$ cat config.mk
export PLATFORM = sky130hd
export DESIGN_NAME = period_to_prescaler_reload
export DESIGN_NICKNAME = d
export VERILOG_FILES = /design/src/hw/rtl/prr_pkg.sv /design/src/hw/rtl/prr_mul.sv /design/src/hw/rtl/prr_div.sv /design/src/hw/rtl/period_to_prescaler_reload.sv
export SDC_FILE = /design/constraint.sdc
export NUM_CORES = 1
export LEC_CHECK = 0
export BUFFER_PORTS_ARGS = -buffer_cell sky130_fd_sc_hd__buf_2
export CORE_ASPECT_RATIO = 2
export CORE_MARGIN = 4
export CORE_UTILIZATION = 62
export DETAILED_ROUTE_END_ITERATION = 12
export PLACE_DENSITY = 0.81
export SLEW_MARGIN = 20
export SYNTH_ARGS = -nofsm -noshare
export SYNTH_HDL_FRONTEND = slang
export SYNTH_HIERARCHICAL = 1
export SYNTH_SLANG_ARGS = --single-unit
$ cat constraint.sdc
create_clock -name clk -period 5.4 [get_ports clk]
set_input_delay 1.62 -clock clk [delete_from_list [all_inputs] [get_ports clk]]
set_output_delay 1.62 -clock clk [all_outputs]
set_load 0.01 [all_outputs]
$ cat src/hw/rtl/prr_pkg.sv
`timescale 1ns / 1ps
// Shared widths, constants and the unit interface type of the prescaler calculator.
package prr_pkg;

	localparam int PERIOD_W = 32;              // timer_period
	localparam int CLOCK_W  = 30;              // clock_hz
	localparam int TW       = PERIOD_W + CLOCK_W; // full product width
	localparam int QW       = 43;              // floor(T / 1e6) always fits here
	localparam int PAD_W    = TW - QW;         // left-align of Q in the divider
	localparam int DVW      = 32;              // divisor width of the divider
	localparam int STEP_W   = $clog2(TW) + 1;  // holds a step count up to TW
	localparam int PD_W     = 16;              // prescale_divisor
	localparam int RC_W     = 32;              // reload_count

	localparam logic [CLOCK_W-1:0] CLOCK_RESET = CLOCK_W'(8000000);
	localparam logic [DVW-1:0]     US_PER_SEC  = DVW'(1000000);
	localparam logic [PD_W-1:0]    PD_MAX      = {PD_W{1'b1}};
	localparam logic [RC_W-1:0]    RC_MAX      = {RC_W{1'b1}};

	typedef struct packed {
		logic                start;
		logic [STEP_W-1:0]   steps;
	} div_req_t;

endpackage

$ cat src/hw/rtl/prr_mul.sv
`timescale 1ns / 1ps
// Bit-serial shift-add multiplier: one multiplier bit per cycle.
module prr_mul (
	input  logic                          clk,
	input  logic                          arst_n,
	input  logic                          start,
	input  logic [prr_pkg::PERIOD_W-1:0]  a,
	input  logic [prr_pkg::CLOCK_W-1:0]   b,
	output logic                          done,
	output logic [prr_pkg::TW-1:0]        product
);

	localparam int CNT_W = $clog2(prr_pkg::PERIOD_W);

	logic [prr_pkg::TW-1:0]      prod_q;
	logic [prr_pkg::CLOCK_W-1:0] b_q;
	logic [CNT_W-1:0]            cnt_q;
	logic                        busy_q;
	logic                        done_q;
	logic [prr_pkg::CLOCK_W:0]   sum;

	// add the multiplicand to the upper half when the low multiplier bit is set
	always_comb begin
		sum = {1'b0, prod_q[prr_pkg::TW-1:prr_pkg::PERIOD_W]}
			+ (prod_q[0] ? {1'b0, b_q} : '0);
	end

	always_ff @(posedge clk or negedge arst_n) begin
		if (!arst_n) begin
			busy_q <= 1'b0;
			done_q <= 1'b0;
			cnt_q  <= '0;
		end else begin
			done_q <= 1'b0;
			if (start) begin
				busy_q <= 1'b1;
				cnt_q  <= CNT_W'(prr_pkg::PERIOD_W - 1);
			end else if (busy_q) begin
				cnt_q <= cnt_q - CNT_W'(1);
				if (cnt_q == '0) begin
					busy_q <= 1'b0;
					done_q <= 1'b1;
				end
			end
		end
	end

	always_ff @(posedge clk) begin
		if (start) begin
			prod_q <= {{prr_pkg::CLOCK_W{1'b0}}, a};
			b_q    <= b;
		end else if (busy_q) begin
			prod_q <= {sum, prod_q[prr_pkg::PERIOD_W-1:1]};
		end
	end

	assign done    = done_q;
	assign product = prod_q;

endmodule

$ cat src/hw/rtl/prr_div.sv
`timescale 1ns / 1ps
// Restoring divider: one quotient bit per cycle, shared by both divisions.
module prr_div (
	input  logic                       clk,
	input  logic                       arst_n,
	input  prr_pkg::div_req_t          req,
	input  logic [prr_pkg::TW-1:0]     dividend,
	input  logic [prr_pkg::DVW-1:0]    divisor,
	output logic                       done,
	output logic [prr_pkg::TW-1:0]     quotient
);

	logic [prr_pkg::TW-1:0]     dq_q;   // dividend shifts out, quotient shifts in
	logic [prr_pkg::DVW-1:0]    rem_q;
	logic [prr_pkg::DVW-1:0]    div_q;
	logic [prr_pkg::STEP_W-1:0] cnt_q;
	logic                       busy_q;
	logic                       done_q;
	logic [prr_pkg::DVW:0]      sh;
	logic [prr_pkg::DVW:0]      diff;
	logic                       ge;

	always_comb begin
		sh   = {rem_q, dq_q[prr_pkg::TW-1]};
		diff = sh - {1'b0, div_q};
		ge   = (sh >= {1'b0, div_q});
	end

	always_ff @(posedge clk or negedge arst_n) begin
		if (!arst_n) begin
			busy_q <= 1'b0;
			done_q <= 1'b0;
			cnt_q  <= '0;
		end else begin
			done_q <= 1'b0;
			if (req.start) begin
				busy_q <= 1'b1;
				cnt_q  <= req.steps - prr_pkg::STEP_W'(1);
			end else if (busy_q) begin
				cnt_q <= cnt_q - prr_pkg::STEP_W'(1);
				if (cnt_q == '0) begin
					busy_q <= 1'b0;
					done_q <= 1'b1;
				end
			end
		end
	end

	always_ff @(posedge clk) begin
		if (req.start) begin
			dq_q  <= dividend;
			rem_q <= '0;
			div_q <= divisor;
		end else if (busy_q) begin
			dq_q  <= {dq_q[prr_pkg::TW-2:0], ge};
			rem_q <= ge ? diff[prr_pkg::DVW-1:0] : sh[prr_pkg::DVW-1:0];
		end
	end

	assign done     = done_q;
	assign quotient = dq_q;

endmodule

$ cat src/hw/rtl/period_to_prescaler_reload.sv
`timescale 1ns / 1ps
// Timer period to prescaler and reload count converter (top level).
// Takes a period in microseconds and, with the clock frequency written on the
// cfg port (reset 8 MHz), returns the smallest prescaler p >= 1 such that
// floor(period * clock / (1e6 * p)) fits the count limit, the matching reload
// count (never 0), and a flag when p had to be clamped at its limit. One item
// is worked on at a time; after the input is accepted it passes the bit-serial
// multiplier, the restoring divider for the division by one million, the
// prescaler and launch states, and the divider again for the count division.
// out_valid rises once the output register is free and the result is loaded
// into it. The output register frees the input side as soon as the result is
// loaded, so the next item may start while the result waits to be taken.
module period_to_prescaler_reload #(
	parameter int COUNT_LIMIT_BITS    = 16,
	parameter int PRESCALE_LIMIT_BITS = 16
) (
	input  logic                          clk,
	input  logic                          arst_n,
	input  logic                          cfg_valid,
	output logic                          cfg_ready,
	input  logic [prr_pkg::CLOCK_W-1:0]   cfg_data,
	input  logic                          in_valid,
	output logic                          in_ready,
	input  logic [prr_pkg::PERIOD_W-1:0]  timer_period,
	output logic                          out_valid,
	input  logic                          out_ready,
	output logic [prr_pkg::PD_W-1:0]      prescale_divisor,
	output logic [prr_pkg::RC_W-1:0]      reload_count,
	output logic                          prescale_clamped
);

	localparam int CB  = COUNT_LIMIT_BITS;
	localparam int PB  = PRESCALE_LIMIT_BITS;
	localparam int PRW = prr_pkg::QW - CB + 1;
	localparam logic [63:0] PMAX = (64'd1 << PB) - 64'd1;

	typedef enum logic [2:0] {
		S_IDLE,
		S_MUL,
		S_DIV1,
		S_PRE,
		S_LAUNCH,
		S_DIV2,
		S_OUT
	} state_t;

	state_t                       state_q;
	logic [prr_pkg::CLOCK_W-1:0]  clock_q;
	logic [prr_pkg::QW-1:0]       q_q;
	logic [PB-1:0]                presc_q;
	logic                         clamp_q;
	logic                         out_valid_q;
	logic [prr_pkg::PD_W-1:0]     pd_q;
	logic [prr_pkg::RC_W-1:0]     rc_q;
	logic                         pc_q;

	logic                         in_acc;
	logic                         out_load;
	logic                         mul_done;
	logic [prr_pkg::TW-1:0]       product;
	prr_pkg::div_req_t            div_req;
	logic [prr_pkg::TW-1:0]       div_dividend;
	logic [prr_pkg::DVW-1:0]      div_divisor;
	logic                         div_done;
	logic [prr_pkg::TW-1:0]       quotient;

	logic [PRW-1:0]               presc_raw;
	logic                         presc_over;
	logic [PB-1:0]                presc_next;
	logic [prr_pkg::QW-1:0]       count_raw;
	logic [prr_pkg::RC_W-1:0]     count_out;
	logic [prr_pkg::PD_W-1:0]     pd_out;

	assign cfg_ready = 1'b1;
	assign in_ready  = (state_q == S_IDLE);
	assign in_acc    = in_valid && in_ready;
	assign out_load  = (state_q == S_OUT) && (!out_valid_q || out_ready);

	prr_mul u_mul (
		.clk     (clk),
		.arst_n  (arst_n),
		.start   (in_acc),
		.a       (timer_period),
		.b       (clock_q),
		.done    (mul_done),
		.product (product)
	);

	// first pass divides T by one million, second divides Q by the prescaler
	always_comb begin
		div_req.start = (state_q == S_MUL && mul_done) || (state_q == S_LAUNCH);
		div_req.steps = (state_q == S_MUL) ? prr_pkg::STEP_W'(prr_pkg::TW)
		                                   : prr_pkg::STEP_W'(prr_pkg::QW);
		div_dividend  = (state_q == S_MUL) ? product
		                                   : {q_q, {prr_pkg::PAD_W{1'b0}}};
		div_divisor   = (state_q == S_MUL) ? prr_pkg::US_PER_SEC
		                                   : prr_pkg::DVW'(presc_q);
	end

	prr_div u_div (
		.clk      (clk),
		.arst_n   (arst_n),
		.req      (div_req),
		.dividend (div_dividend),
		.divisor  (div_divisor),
		.done     (div_done),
		.quotient (quotient)
	);

	always_comb begin
		presc_raw  = PRW'(q_q[prr_pkg::QW-1:CB]) + PRW'(1);
		presc_over = (64'(presc_raw) > PMAX);
		presc_next = presc_over ? PB'(PMAX) : PB'(presc_raw);

		count_raw = quotient[prr_pkg::QW-1:0];
		if (|count_raw[prr_pkg::QW-1:prr_pkg::RC_W]) begin
			count_out = prr_pkg::RC_MAX;
		end else if (count_raw == '0) begin
			count_out = prr_pkg::RC_W'(1);
		end else begin
			count_out = count_raw[prr_pkg::RC_W-1:0];
		end

		pd_out = (64'(presc_q) > 64'(prr_pkg::PD_MAX)) ? prr_pkg::PD_MAX
		                                               : prr_pkg::PD_W'(presc_q);
	end

	always_ff @(posedge clk or negedge arst_n) begin
		if (!arst_n) begin
			state_q     <= S_IDLE;
			clock_q     <= prr_pkg::CLOCK_RESET;
			q_q         <= '0;
			presc_q     <= '0;
			clamp_q     <= 1'b0;
			out_valid_q <= 1'b0;
			pd_q        <= '0;
			rc_q        <= '0;
			pc_q        <= 1'b0;
		end else begin
			if (cfg_valid && cfg_ready) begin
				clock_q <= cfg_data;
			end
			if (out_load) begin
				out_valid_q <= 1'b1;
			end else if (out_valid_q && out_ready) begin
				out_valid_q <= 1'b0;
			end
			case (state_q)
				S_IDLE: begin
					if (in_acc) begin
						state_q <= S_MUL;
					end
				end
				S_MUL: begin
					if (mul_done) begin
						state_q <= S_DIV1;
					end
				end
				S_DIV1: begin
					if (div_done) begin
						q_q     <= quotient[prr_pkg::QW-1:0];
						state_q <= S_PRE;
					end
				end
				S_PRE: begin
					presc_q <= presc_next;
					clamp_q <= presc_over;
					state_q <= S_LAUNCH;
				end
				S_LAUNCH: begin
					state_q <= S_DIV2;
				end
				S_DIV2: begin
					if (div_done) begin
						state_q <= S_OUT;
					end
				end
				S_OUT: begin
					// hold until the output register is free
					if (out_load) begin
						pd_q    <= pd_out;
						rc_q    <= count_out;
						pc_q    <= clamp_q;
						state_q <= S_IDLE;
					end
				end
				default: begin
					state_q <= S_IDLE;
				end
			endcase
		end
	end

	assign out_valid        = out_valid_q;
	assign prescale_divisor = pd_q;
	assign reload_count     = rc_q;
	assign prescale_clamped = pc_q;

endmodule

# Word level (Yosys, flattened, before mapping)
# Cells that the tools add are included.
# word_totals
register_bits	377
in_bits	67
output_inout_bits	52
wordCells	95
# op_classes
addsub	6
magnitude_cmp	2
eq_ne	11
muxes	36
n_reduce_logical	18
# ops
operator	count
$mux 62	3
$mux 32	5
$logic_not 43->1	1
$ge 33x32->1	1
$sub 32x32->32	1
$add 30x30->31	1
$mux 30	1
$add 27x1->28 const B	1
$gt 28x16->1 const B	1
$pmux 3 s7	1
$mux 20	1
$mux 16	1
$mux 3	5
$mux 5	3
$mux 1	14
$mux 7	2
$reduce_or 11->1	1
$eq 3x3->1 const B	3
$ne 2x1->1 const B	4
$logic_not 7->1	1
$sub 6x1->7 const B	1
$sub 7x1->7 const B	1
$eq 3x2->1 const B	2
$reduce_bool 2->1	3
other kinds (10)	15

# Longest topological paths before layout
# depth
depth_word	5
mapped_depth	14
ltp_nobuf	12

# Modules after synthesis
# Netlist, hierarchy kept.
# by_module_without_submodules
mod	instances	cells_per_inst	area_each_um2	seq_area_each_um2
prr_div	1	663	7338.3	3688.5
period_to_prescaler_reload	1	617	6837.8	3587.2
prr_mul	1	522	5531.6	2637.5

# Worst setup path before layout
# OpenSTA, ideal clock, no wires.
# synth_path
kind	reg2reg
from	register state_q[2]
to	register u_div.dq_q (netlist bit u_div/quotient[0]), enable pin
setup_time_ps	417
arrival_ps	4472
required_time_ps	4983
setup_slack_ps	512
path_stages_with_launch	9
n_path_buf	4
synth_period_minus_slack_ps	4888
cell_sequence	dfrtp_1 > clkbuf_1 > clkbuf_1 > mux2_2 > nor2_1 > clkbuf_1 > clkbuf_1 > nor2_1 > inv_1
# synth_rtl
item	line	text
from (decl)	period_to_prescaler_reload.sv:47	state_t state_q;
from (signal assigned)	period_to_prescaler_reload.sv:130	state_q <= S_IDLE;
from (signal assigned)	period_to_prescaler_reload.sv:151	state_q <= S_MUL;
from (signal assigned)	period_to_prescaler_reload.sv:156	state_q <= S_DIV1;
to (signal assigned)	prr_div.sv:51	dq_q <= dividend;
to (signal assigned)	prr_div.sv:55	dq_q <= {dq_q[prr_pkg::TW-2:0], ge};
to (decl)	prr_div.sv:13	logic [prr_pkg::TW-1:0] dq_q;

# Worst setup path in the final report
# layout_path
from	register u_div/div_q[14] in the netlist's numbering
to	register u_div/rem_q[17] in the netlist's numbering
# layout_via
elab_chain_cells	2
elab_cells_between_ends	3
classes_between	add/sub: 1; order compare: 1; mux: 1
# layout_rtl
item	line	text
from (decl)	prr_div.sv:15	logic [prr_pkg::DVW-1:0] div_q;
from (signal assigned)	prr_div.sv:53	div_q <= divisor;
$sub 32x32->32 / $ge 33x32->1 (equally long branches)	prr_div.sv:25, prr_div.sv:26	
$mux 32 (*)	prr_div.sv:56	rem_q <= ge ? diff[prr_pkg::DVW-1:0] : sh[prr_pkg::DVW-1:0];
to (signal assigned)	prr_div.sv:56	
to (decl)	prr_div.sv:14	logic [prr_pkg::DVW-1:0] rem_q;
# Mark *: on every way between the ends. The rest lies on a longest branch, timed or not.
# A chain may end at the register's enable or synchronous reset.

==> key figures <==
Routing
  • Drt via density: 6.170
  • Post-Route WL: a little under 50000 um
  • Vias: around 14000
  • Wirelength per Cell: about 21 um
  • Final antenna-violating net count: 0
  • DR DRC count: 0
  • Drt initial violations: between 800 and 900
  • DR pass1 iterations: 5

Timing
  • Final Hold Vio Count: 0
  • Worst Slack Setup Final: 1.708 ns
  • Slew HR: 0.2615
  • Final min period: 3.692 ns
  • RSZ-0062 raised after global routing: no
  • Fin crit share: 0.6837
  • Final setup viols: 0
  • Max Slew Vio Count: 0
  • Top achievable clock speed: about 270 MHz
  • Slew @ Worst Pin: 1.108 ns
  • Setup TNS: 0 ns
  • Setup Skew: 0.02365 ns

Worst setup path
  • Critical Path Start Type: flop
  • Crit Path Category: flop to flop
  • WP data required: slightly below 6 ns
  • Critical Path Sink Type: flop
  • Max Fanout on Critical Path: 33
  • CP Data Arrival Time: just over 4 ns

Global route
  • First-pass GRT wire length: about 78000 um
  • Grt ovf: 0
  • Largest net degree at the start of global routing: 160
  • Initial antenna violation count: 0
  • Total GRT Usage: 0.2832
  • Vias in the first global route: ~15000

Clock network
  • Num CTS Buffers: 35
  • Clock Sinks: 377
  • CTS clk-pin slew, worst paths: approximately 0.07 ns
  • Clk Latency, worst-skew pair: between 0.5 and 0.6 ns
  • CTS tree: built
  • Hold_buf cts: 0
  • H-Tree Level Count: 2
  • Post-CTS setup repair buffer count: 0
  • Bufs on Longest Clock Path: 3
  • # resized after CTS: 0
  • Root Buffer: clkbuf_16

Power and ir drop
  • Peak VDD IR: ~0.44 mV
  • Leak: 9.513 nW
  • Pwr Density: about 630 mW/mm2

Hold path
  • Hold/Removal Path Class: flop to flop

Placement
  • GPL Wtd Cong: between 0.9 and 1
  • DP Worst Slack: about 1.8 ns
  • Dpl hpwl: ~37000 um
  • Port-buffer cells: 117

Synth
  • Primary FF master, synth: edfxtp_1
  • Ys async rst share: 0.4218
  • Cell count after synthesis: 1802
  • Post-Syn Area per Cell: approximately 11 um2
  • Post-synthesis register bit count: ~380
  • Post-synth EDFFs: 156
  • Yosys cell types: between 80 and 90
  • YS warnings: 6
  • Cell Area, Synth: ~0.020 mm2
  • Sequential cell area fraction in the yosys report: 0.5030

Final layout
  • # diodes: 0
  • FILL cells: about 2300
  • Final nets: between 2000 and 2500
  • Flip-flop and latch area: 0.009913 mm2
  • Syn-to-layout area delta: 10.96%
  • Multi-input logic area: a little over 0.009 mm2
  • Final core occ: 0.6959
  • Commonest cells after routing, fill and taps aside: mux2_2 (223), nand2_1 (174), edfxtp_1 (156)
  • Most common cell after layout, fill and taps aside: mux2_2
  • Share of cells above drive strength 1: 0.2392

Floorplanning
  • Die Ht: 260.1 um
  • Io pins: 119
  • Num rows: 92
  • DIE AREA: between 0.03 and 0.04 mm2
  • Die width: 134.1 um
  • Core ar.: 0.03143 mm2
  • Starting density of the core: 0.6271

Outcome
  • Status: completed

Flow run
  • Maxcap violations: 0
==> critical path: stages, from the launching register on <==
cell and delay (ns):
edfxtp_1 0.37, inv_1 0.08, ha_1 0.29, a21oi_1 0.37
o211ai_1 0.19, nand2_1 0.11, a41oi_1 0.11, a21oi_1 0.44
o221ai_2 0.24, a21oi_4 0.44, buf_4 0.49, mux2i_1 0.16
a211oi_1 0.28
==> report_power, final <==
group / switching, W / internal [W]
clock network: 0.00110 / 0.00146
logic: 0.00347 / 0.00260
registers: 0.000873 / 0.00421
total: 0.00544 / 0.00827
==> registers in the layout, indices dropped and copies added, names as in the netlist <==
name and count:
clamp_q 1, clock_q 30, out_valid 1, pd_out 16
prescale_clamped 1, prescale_divisor 16, q_q 43, reload_count 32
state_q 3, u_div/busy_q 1, u_div/cnt_q 7, u_div/div_q 32
u_div/done 1, u_div/quotient 62, u_div/rem_q 32, u_mul/b_q 30
u_mul/busy_q 1, u_mul/cnt_q 5, u_mul/done 1, u_mul/product 62
==> area by class of cell <==
type	count	share of cell area
flip-flops and latches	377	0.4533
multi-input cells	1293	0.4245
inverters	55	0.009441
clock inverters	16	0.007381
clock buffers	47	0.04732
well taps	423	0.02420
repair buffers	135	0.03382
==> layer usage <==
layer,up-vias,GRT usage,part of all wire
met1,7056,0.2839,0.33
met4,0,0.1911,0.075
li1,6708,-,-
met3,209,0.03078,0.037
met5,-,0,0
met2,502,0.5390,0.55
==> synthesized netlist by cell type, types with 9 or more instances <==
library cell  number  share of area
nor3_1            24         0.0061
nor2b_1           23         0.0073
clkbuf_1          69          0.013
nand3_1           43          0.011
o21ai_1           12         0.0030
nand4_1           21         0.0067
a31oi_1           25         0.0079
inv_1             55          0.010
o211ai_1          11         0.0042
nor2_1           108          0.021
nand2b_1          15         0.0048
xnor2_1           39          0.017
a21oi_1           80          0.020
xor2_1            36          0.016
ha_1              67          0.043
nand2_1          174          0.033
edfxtp_1         156           0.24
and3_1             9         0.0029
a21o_1            30          0.011
and2_1            53          0.017
nor4_1            14         0.0044
mux2_2           223           0.13
mux2i_1           28          0.014
dfrtp_1          152           0.19
o21ai_0           95          0.024
dfxtp_1           62          0.063
a211oi_1          21         0.0080
==> worst paths after layout <==
path                                    end            start  slack (ns)  cells after the start
max in group asynchronous  reload_count[12]           arst_n        3.37                      2
min                           u_mul/b_q[13]      clock_q[13]        0.45                      0
max reg2reg                 u_div/rem_q[17]  u_div/div_q[14]        1.71                     12
min reg2reg                   u_mul/b_q[13]      clock_q[13]        0.45                      0
max                         u_div/rem_q[17]  u_div/div_q[14]        1.71                     12
min in group asynchronous       clock_q[11]           arst_n        1.09                      2
==> kinds of logic (layout without fill, tap and decap cells) <==
group	count (synthesis)	after routing	synth area share
adder cells (fa/ha/maj)	69	69	0.04457
flip-flops	377	377	0.5030
buffers and inverters	150	253	0.03155
XOR/XNOR	75	75	0.03333
AO/OA/AOI/OAI	353	353	0.1148
other	2	20	0.0003811
multiplexers	251	251	0.1416
AND/OR/NAND/NOR	525	525	0.1307
==> through the flow <==
| step | cells | hold WS, ns | power (W) | instance area [um2] |
|---|---|---|---|---|
| after CTS | 2346 | 0.4483 | 0.01367 | 21860 |
| after detailed placement | 2283 | 0.4324 | 0.01107 | 20660 |
| after floorplan | 1820 | 0.4211 | 0.009355 | 19780 |
| after global routing | 2346 | 0.4531 | 0.01451 | 21870 |
| final | 2346 | 0.4461 | 0.01371 | 21870 |
| after global placement | 2283 | 0.4292 | 0.01086 | 20660 |
Note: power is estimated with default switching activity, not from simulation.
